## src/design/multi_pattern_token_matcher_top_defines.svh

```systemverilog
// assertion macros used by the matcher core
`ifndef MULTI_PATTERN_TOKEN_MATCHER_TOP_DEFINES_SVH
`define MULTI_PATTERN_TOKEN_MATCHER_TOP_DEFINES_SVH

`ifndef SYNTHESIS
`define MPTM_ASSERT(lbl, prop, msg) \
    lbl: assert property (@(posedge i_clk) disable iff (!i_rst_n) (prop)) else $error(msg);
`define MPTM_NEVER(lbl, expr, msg) \
    lbl: assert property (@(posedge i_clk) disable iff (!i_rst_n) !(expr)) else $error(msg);
`else
`define MPTM_ASSERT(lbl, prop, msg)
`define MPTM_NEVER(lbl, expr, msg)
`endif

`endif

```

## src/design/mptm_pkg.sv

```systemverilog
// types, constants and state codes of the token matcher
package mptm_pkg;

    localparam int NODES        = 256;
    localparam int SYMBOLS      = 256;
    localparam int MAX_DEPTH    = 16;
    localparam int RESULT_LIMIT = 16;

    localparam int NODE_W = $clog2(NODES);
    localparam int SYM_W  = 8;
    localparam int CH_AW  = NODE_W + SYM_W;
    localparam int CNT_W  = NODE_W + 1;
    localparam int LEN_W  = $clog2(MAX_DEPTH + 1);
    localparam int RES_W  = $clog2(RESULT_LIMIT + 1);

    localparam logic [CNT_W-1:0] NODE_LIMIT = CNT_W'(NODES);
    localparam logic [CNT_W-1:0] SYM_LIMIT  = CNT_W'(SYMBOLS);
    localparam logic [LEN_W-1:0] DEPTH_LIM  = LEN_W'(MAX_DEPTH);
    localparam logic [RES_W-1:0] RES_LAST   = RES_W'(RESULT_LIMIT - 1);

    localparam logic OP_INSERT = 1'b0;
    localparam logic OP_MATCH  = 1'b1;

    localparam logic [1:0] STAT_OK   = 2'd0;
    localparam logic [1:0] STAT_FULL = 2'd1;
    localparam logic [1:0] STAT_LONG = 2'd2;

    typedef struct packed {
        logic        opcode;
        logic [7:0]  symbol;
        logic        first;
        logic        pattern_end;
        logic [15:0] pattern_id;
    } t_in_item;

    typedef struct packed {
        logic        found;
        logic [15:0] match_id;
        logic [31:0] match_start;
        logic [31:0] match_end;
        logic [1:0]  status;
        logic        last;
    } t_out_item;

    typedef struct packed {
        logic [NODE_W-1:0] fail;
        logic [NODE_W-1:0] outl;
        logic              tag_valid;
        logic [15:0]       tag_id;
        logic [LEN_W-1:0]  len;
    } t_node_word;

    typedef enum logic [4:0] {
        S_CLEAR, S_IDLE, S_INS, S_INS_RD, S_INS_TAG,
        S_RB_INIT, S_RB_POP, S_RB_U, S_RB_S, S_RB_V, S_RB_F0, S_RB_FQ, S_RB_FN,
        S_RB_W, S_RB_WV,
        S_MT_START, S_MT_CQ, S_MT_FN, S_MT_RD, S_MT_N, S_EMIT
    } t_state;

endpackage

```

## src/design/mptm_out_stage.sv

```systemverilog
// two-entry output register between the sequencer and the result channel
module mptm_out_stage
    import mptm_pkg::*;
(
    input  logic      i_clk,
    input  logic      i_rst_n,
    input  logic      i_valid,
    input  t_out_item i_data,
    output logic      o_stall,
    output logic      o_valid,
    output t_out_item o_data,
    input  logic      i_stall
);

    t_out_item  r_slot [2];
    logic       r_wp, r_rp;
    logic [1:0] r_cnt;
    logic       push, pop;

    // handshake on both sides
    assign o_stall = (r_cnt == 2'd2);
    assign o_valid = (r_cnt != 2'd0);
    assign o_data  = r_slot[r_rp];
    assign push    = i_valid && !o_stall;
    assign pop     = o_valid && !i_stall;

    // pointers and fill count
    always_ff @(posedge i_clk) begin
        if (!i_rst_n) begin
            r_wp  <= 1'b0;
            r_rp  <= 1'b0;
            r_cnt <= 2'd0;
        end else begin
            if (push) r_wp <= ~r_wp;
            if (pop)  r_rp <= ~r_rp;
            r_cnt <= r_cnt + {1'b0, push} - {1'b0, pop};
        end
    end

    // storage
    always_ff @(posedge i_clk) begin
        if (push) r_slot[r_wp] <= i_data;
    end

endmodule

```

## config.mk

```make
export PLATFORM = sky130hd
export DESIGN_NAME = mptm_out_stage
export DESIGN_NICKNAME = d
export VERILOG_FILES = /design/src/design/multi_pattern_token_matcher_top_defines.svh /design/src/design/mptm_pkg.sv /design/src/design/mptm_out_stage.sv
export SDC_FILE = /design/constraint.sdc
export NUM_CORES = 1
export LEC_CHECK = 0
export ABC_CLOCK_PERIOD_IN_PS = 6750
export BUFFER_PORTS_ARGS = -buffer_cell sky130_fd_sc_hd__buf_2
export CAP_MARGIN = 15
export CORE_ASPECT_RATIO = 0.7
export CORE_UTILIZATION = 40
export CTS_CLUSTER_DIAMETER = 50
export DETAILED_ROUTE_END_ITERATION = 12
export PLACE_DENSITY = 0.74
export SETUP_SLACK_MARGIN = 0.2
export SYNTH_ARGS = -nofsm -noshare
export SYNTH_HDL_FRONTEND = slang
export SYNTH_SLANG_ARGS = --single-unit
```

## constraint.sdc

```tcl
create_clock -name i_clk -period 6.75 [get_ports i_clk]
set_input_delay 0.3375 -clock i_clk [delete_from_list [all_inputs] [get_ports i_clk]]
set_output_delay 0.3375 -clock i_clk [all_outputs]
set_load 0.02 [all_outputs]
```

==> results of run 1 <==
-- sequential cells by signal, indices dropped and copies added (netlist names), named ones only --
name and count:
r_cnt 2, r_rp 1, r_wp 1, r_slot 168
-- per-layer routing --
metal | vias up | share of wire, % | track usage [%]
met5 | - | 0.15 | 0
met4 | 2 | 1.4 | 5.52
met3 | 17 | 8.3 | 6.08
met2 | 143 | 45 | 21.7
met1 | 1567 | 45 | 17.2
li1 | 1500 | - | -
-- critical path, stage by stage, from the launching register on --
cell     delay (ns)
dfxtp_4        0.59
buf_4          0.84
mux2_4         0.36
buf_2          0.16
-- cells in the final DEF (no fill, tap or decap), drive strengths merged, types with 2 or more instances in the layout --
master / instances
clkinv: 8
clkbuf: 18
nor2b: 2
buf: 176
nand2b: 3
dfxtp: 5
inv: 6
edfxtp: 168
ha: 2
nand2: 3
mux2i: 3
mux2: 84
-- path summary, 6_finish.rpt --
check,startpoint,to,slack [ns],cells after the start
worst max-delay path,flip-flop,o_data[69],3.95,3
worst min-delay path,i_data[78],r_slot[1][78]$_DFFE_PP_,0.10,1
worst max register to register,r_cnt[0]$_SDFF_PN0_,r_slot[0][80]$_DFFE_PP_,4.35,4
worst min register to register,r_rp$_SDFFE_PN0P_,flip-flop,0.49,2
-- power by group through the flow --
stage	Sequential [uW]	Combinational, uW	Clock, uW
2_1_floorplan	1410	617	0
3_3_place_gp	1420	811	0
3_5_place_dp	1430	823	0
4_1_cts	1410	825	921
5_1_grt	1420	864	965
6_report	1400	810	898
-- kinds of logic after synthesis --
family                   synth area share [%]
buffers and inverters                    1.47
flip-flops                               78.5
AND/OR/NAND/NOR                          1.11
multiplexers                             18.3
XOR/XNOR                                0.267
adder cells (fa/ha/maj)                 0.382
-- Yosys cell counts --
cell | instances | area (um2)
and2_1 | 1 | 6.26
and3_1 | 1 | 6.26
buf_2 | 2 | 10.0
buf_6 | 7 | 78.8
dfxtp_1 | 5 | 100
edfxtp_1 | 168 | 5040
ha_1 | 2 | 25.0
inv_1 | 2 | 7.51
mux2_2 | 24 | 270
mux2_4 | 60 | 901
mux2i_1 | 3 | 30.0
nand2_1 | 3 | 11.3
nand2b_1 | 3 | 18.8
nor2_1 | 1 | 3.75
nor2b_1 | 1 | 6.26
nor2b_4 | 1 | 13.8
or2_1 | 1 | 6.26
xnor2_1 | 1 | 8.76
xor2_1 | 1 | 8.76
-- area by class of cell --
type	instances	area, um2
Tap cell	220	275
Inverter	2	7.51
Clock inverter	14	116
Clock buffer	18	429
Fill cell	1272	7540
Timing Repair Buffer	176	888
Multi-Input combinational cell	103	1330
Sequential cell	173	5150
-- metrics by stage --
| stage | hold slack [ns] | area, um2 | cells | utilization, % | setup slack (ns) |
|---|---|---|---|---|---|
| CTS | 0.0828 | 8190 | 706 | 52.1 | 3.89 |
| global placement | 0.452 | 7650 | 674 | 48.6 | 4.36 |
| global route | 0.0784 | 8190 | 706 | 52.1 | 3.82 |
| finish | 0.103 | 8190 | 706 | 52.1 | 3.95 |
| floorplan | 0.436 | 6560 | 287 | - | 2.16 |
| detailed placement | 0.487 | 7650 | 674 | 48.6 | 4.31 |
==> flow_metrics.py, run 1 <==
metrics = {
    "pwr": {
        "leakage_uw": 0.00319,
        "peakVddDrop_mv": 0.254,
        "p_seq_share_pct": 45.1,
        "power.internal_uw": 2220,
        "powerDensity_mw_per_mm2": 380,
        "sw_frac_of_total_pct": 28.8,
        "clkPwrFrac_pct": 28.8,
        "p_total_uw": 3110,
        "p_sw_uw": 897,
        "pwr-share-comb_pct": 26.0,
    },
    "timing": {
        "finClkSkew_ns": 0.00763,
        "fin_crit_sh_pct": 41.5,
        "rsz0062_at_grt": "no",
        "relSlewSlack_pct": 29.4,
        "finalSetupTns_ns": 0,
        "hold_viol_final": 0,
        "period_minus_slack_ns": 2.80,
        "fmax_ghz": 0.357,
        "finalSetupViolCount": 0,
        "worstMarginPinSlew_ns": 1.06,
        "slew_viol_final": 0,
    },
    "global_routing": {
        "grt_pass1_wl_um": 16900,
        "antenna_found_initial": 1,
        "track_usage_pct": 13.9,
        "grt_pass1_vias": 3269,
        "overflow": 0,
        "grt_max_degree": 63,
    },
    "clock_network": {
        "cts_inserted_buffers": 17,
        "cts.path.max_buffers": 2,
        "clock_latency_ns": 0.42,
        "cts-root-buf": "clkbuf_16",
        "cts_tree": "done",
        "ctsResizeCount": 0,
        "post_cts_buffers": 0,
        "cts_hold_buf": 0,
        "cts.sinks": 173,
        "clk_pin_slew_ns": 0.06,
        "htreeDepth": 4,
    },
    "placement": {
        "gp_congestion": 0.758,
        "place_hpwl_um": 7710,
        "port_buffers": 173,
    },
    "die": {
        "die_w_um": 155,
        "rows": 38,
        "dieArea_mm2": 0.0169,
        "dieHeight_um": 109,
        "io_pins": 174,
        "initial_core_util_pct": 41.7,
        "core_area_mm2": 0.0157,
    },
    "route": {
        "drt_pass1_iterations": 5,
        "drtIter0Drc": 128,
        "ant_nets": 0,
        "wirelength_um": 11400,
        "vias": 3229,
        "drc": 0,
        "routed_via_density": 4.57,
        "wl_per_cell_um": 16.1,
    },
    "yosys": {
        "ys_types": 19,
        "avgSynthCellArea_um2": 22.8,
        "yosys_warnings": 0,
        "synthesis.area_mm2": 0.00656,
        "postSynthCellCount": 287,
        "ys_ff_latch": 173,
        "synth.yosys.seq_area_share_pct": 78.5,
        "synth.net_count": 377,
    },
    "final_layout": {
        "areaGrowthSynthToFinish_pct": 25.0,
        "n_antenna_cell": 0,
        "nets": 563,
        "drive_above_1_share_pct": 60.3,
    },
    "run_status": {
        "outcome": "finished, final reports clean",
    },
    "setup_path": {
        "crit_path_end_kind": "primary output",
        "critPathArrivalTime_ns": 2.46,
        "worstPathMaxFanout": 57,
        "required_ns": 6.41,
        "startpoint_type": "flip-flop",
        "critPathKind": "reg2out",
    },
    "flow_run": {
        "maxCapViolCount": 0,
    },
    "worst_hold_path": {
        "hp-class": "in2reg",
    },
}
Power figures use the tool's default switching activity.
==> inputs of run 2 (changes only) <==
Settings changed: ABC_CLOCK_PERIOD_IN_PS 6750 to 2400, PLACE_DENSITY 0.74 to 0.77.
Clock period 6.75 ns to 2.4 ns, I/O delays scaled along.
==> run 2 against run 1 <==
- hold slack lost 0.058 ns
- register-to-register slack lost 3.7 ns
- non-clock buffer count grew 89
- critical path type unchanged
- critical endpoint is now o_data[0]
- largest power group unchanged
==> flow_metrics.py, run 2 (synthesized netlist as in run 1, its figures left out) <==
metrics = {
    "die": {
        "io_pins": 174,
        "rows": 38,
        "core_area_mm2": 0.0157,
        "initial_core_util_pct": 41.7,
        "dieArea_mm2": 0.0169,
        "dieHeight_um": 109,
        "die_w_um": 155,
    },
    "clock_network": {
        "cts_inserted_buffers": 17,
        "cts.sinks": 173,
        "clock_latency_ns": 0.41,
        "cts.path.max_buffers": 2,
        "cts_tree": "done",
        "htreeDepth": 4,
        "post_cts_buffers": 0,
        "ctsResizeCount": 0,
        "cts-root-buf": "clkbuf_16",
        "clk_pin_slew_ns": 0.06,
    },
    "route": {
        "wirelength_um": 12900,
        "vias": 3569,
        "drc": 0,
        "drt_pass1_iterations": 4,
        "ant_nets": 0,
        "drtIter0Drc": 150,
        "wl_per_cell_um": 16.2,
        "routed_via_density": 4.49,
    },
    "timing": {
        "finalSetupTns_ns": 0,
        "fin_ws_ns": 0.456,
        "fmax_ghz": 0.515,
        "period_minus_slack_ns": 1.94,
        "hold_viol_final": 0,
        "slew_viol_final": 0,
        "finalSetupViolCount": 0,
        "relSlewSlack_pct": 64.2,
        "worstMarginPinSlew_ns": 0.538,
        "finClkSkew_ns": 0.00768,
        "fin_crit_sh_pct": 81.0,
        "rsz0062_at_grt": "no",
    },
    "final_layout": {
        "layout_common_cells": "buf_2, edfxtp_1, dlygate4sd3_1, mux2_4, mux2_2",
        "nets": 652,
        "n_antenna_cell": 0,
        "areaGrowthSynthToFinish_pct": 40.5,
        "drive_above_1_share_pct": 51.7,
        "regMostFlops": "r_slot",
        "largest_reg_flops": 168,
        "fill_cells": 1169,
        "final_common_cell": "buf_2",
        "reg_top3": "r_slot x168, r_cnt x2",
    },
    "pwr": {
        "powerDensity_mw_per_mm2": 1010,
        "leakage_uw": 0.00360,
        "peakVddDrop_mv": 0.688,
    },
    "setup_path": {
        "cp_slowest_stage_delay_ns": 0.46,
        "startpoint_type": "flip-flop",
        "crit_family": "buffers and inverters",
        "required_ns": 2.28,
        "critPathArrivalTime_ns": 1.82,
        "critical_path_buf_inv_count": 2,
        "path_cells": "buf_4 -> mux2_2 -> buf_2",
        "critPathKind": "reg2out",
        "worstPathMaxFanout": 34,
        "crit_path_end_kind": "primary output",
        "critPathSlowestCell": "buf_4",
        "r2r_start": "r_cnt[1]$_SDFF_PN0_",
    },
    "worst_hold_path": {
        "min_from": "i_valid",
        "hp-class": "in2reg",
    },
    "global_routing": {
        "track_usage_pct": 15.7,
        "overflow": 0,
        "grt_pass1_vias": 3822,
        "grt_pass1_wl_um": 19500,
        "grt_max_degree": 66,
        "antenna_found_initial": 0,
    },
    "placement": {
        "place_hpwl_um": 7840,
        "place_ws_ns": 0.636,
        "port_buffers": 173,
        "gp_congestion": 0.702,
    },
    "flow_run": {
        "maxCapViolCount": 0,
    },
    "run_status": {
        "outcome": "finished, final reports clean",
    },
}
-- run 2: cell types whose count changed in the layout (fill, tap and decap cells not counted), sizes merged --
cell / previous run / this run
dlygate4sd3: 0 / 86
clkinv: 8 / 1
clkbuf: 18 / 23
buf: 176 / 179
bufinv: 1 / 4
inv: 6 / 4
clkinvlp: 1 / 2
-- run 2: power breakdown --
group          internal (uW)  switching [uW]
clock                   1810            1080
sequential              3790             113
combinational           1140            1390
total                   6740            2580
-- run 2: what timing repair did --
action | CTS | global route
hold buffers | 86 | 0
hold endpoints to repair | 172 | 0
endpoints found under the setup margin | 0 | 0
-- run 2: path summary, 6_finish.rpt --
| check | endpoint | slack [ns] | cells past startpoint |
|---|---|---|---|
| worst max-delay path | o_data[0] | 0.46 | 3 |
| worst min-delay path | r_wp$_SDFFE_PN0N_ | 0.04 | 3 |
| worst max register to register | r_cnt[1]$_SDFF_PN0_ | 0.62 | 8 |
| worst min register to register | r_rp$_SDFFE_PN0P_ | 0.49 | 2 |
-- run 2: cell type report --
| type | count | area [um2] | share of cell area [%] |
|---|---|---|---|
| flip-flops and latches | 173 | 5150 | 55.9 |
| repair buffers | 265 | 1810 | 19.6 |
| multi-input cells | 103 | 1340 | 14.6 |
| clock buffers | 23 | 468 | 5.08 |
| well taps | 220 | 275 | 2.99 |
| clock inverters | 9 | 161 | 1.75 |
| inverters | 2 | 7.51 | 0.0815 |
-- run 2: stage by stage --
stage / instances / power [uW] / area [um2] / hold slack [ns] / utilization [%]
after CTS: 795 / 9410 / 9210 / 0.0193 / 58.5
after global routing: 795 / 9700 / 9210 / 0.0297 / 58.5
final: 795 / 9320 / 9210 / 0.0448 / 58.5
after detailed placement: 677 / 6400 / 7720 / 0.314 / 49.1
after global placement: 677 / 6330 / 7720 / 0.308 / 49.1
after floorplan: 287 / 5700 / 6580 / 0.219 / -
-- run 2: routing by layer --
layer  vias up  GRT usage (%)  wire, um
li1       1680              -         -
met1      1751           17.5      5300
met2       122           28.0      6590
met3        16           5.56       807
met4         0           5.73       157
met5         -              0         0
-- run 2: worst register-to-register path, cell delays in order, from the launching register on --
cell	delay, ns
dfxtp_1	0.36
or2_1	0.26
nor2b_4	0.15
ha_1	0.29
inv_1	0.07
ha_1	0.17
xor2_1	0.18
xnor2_1	0.14
nor2b_1	0.06
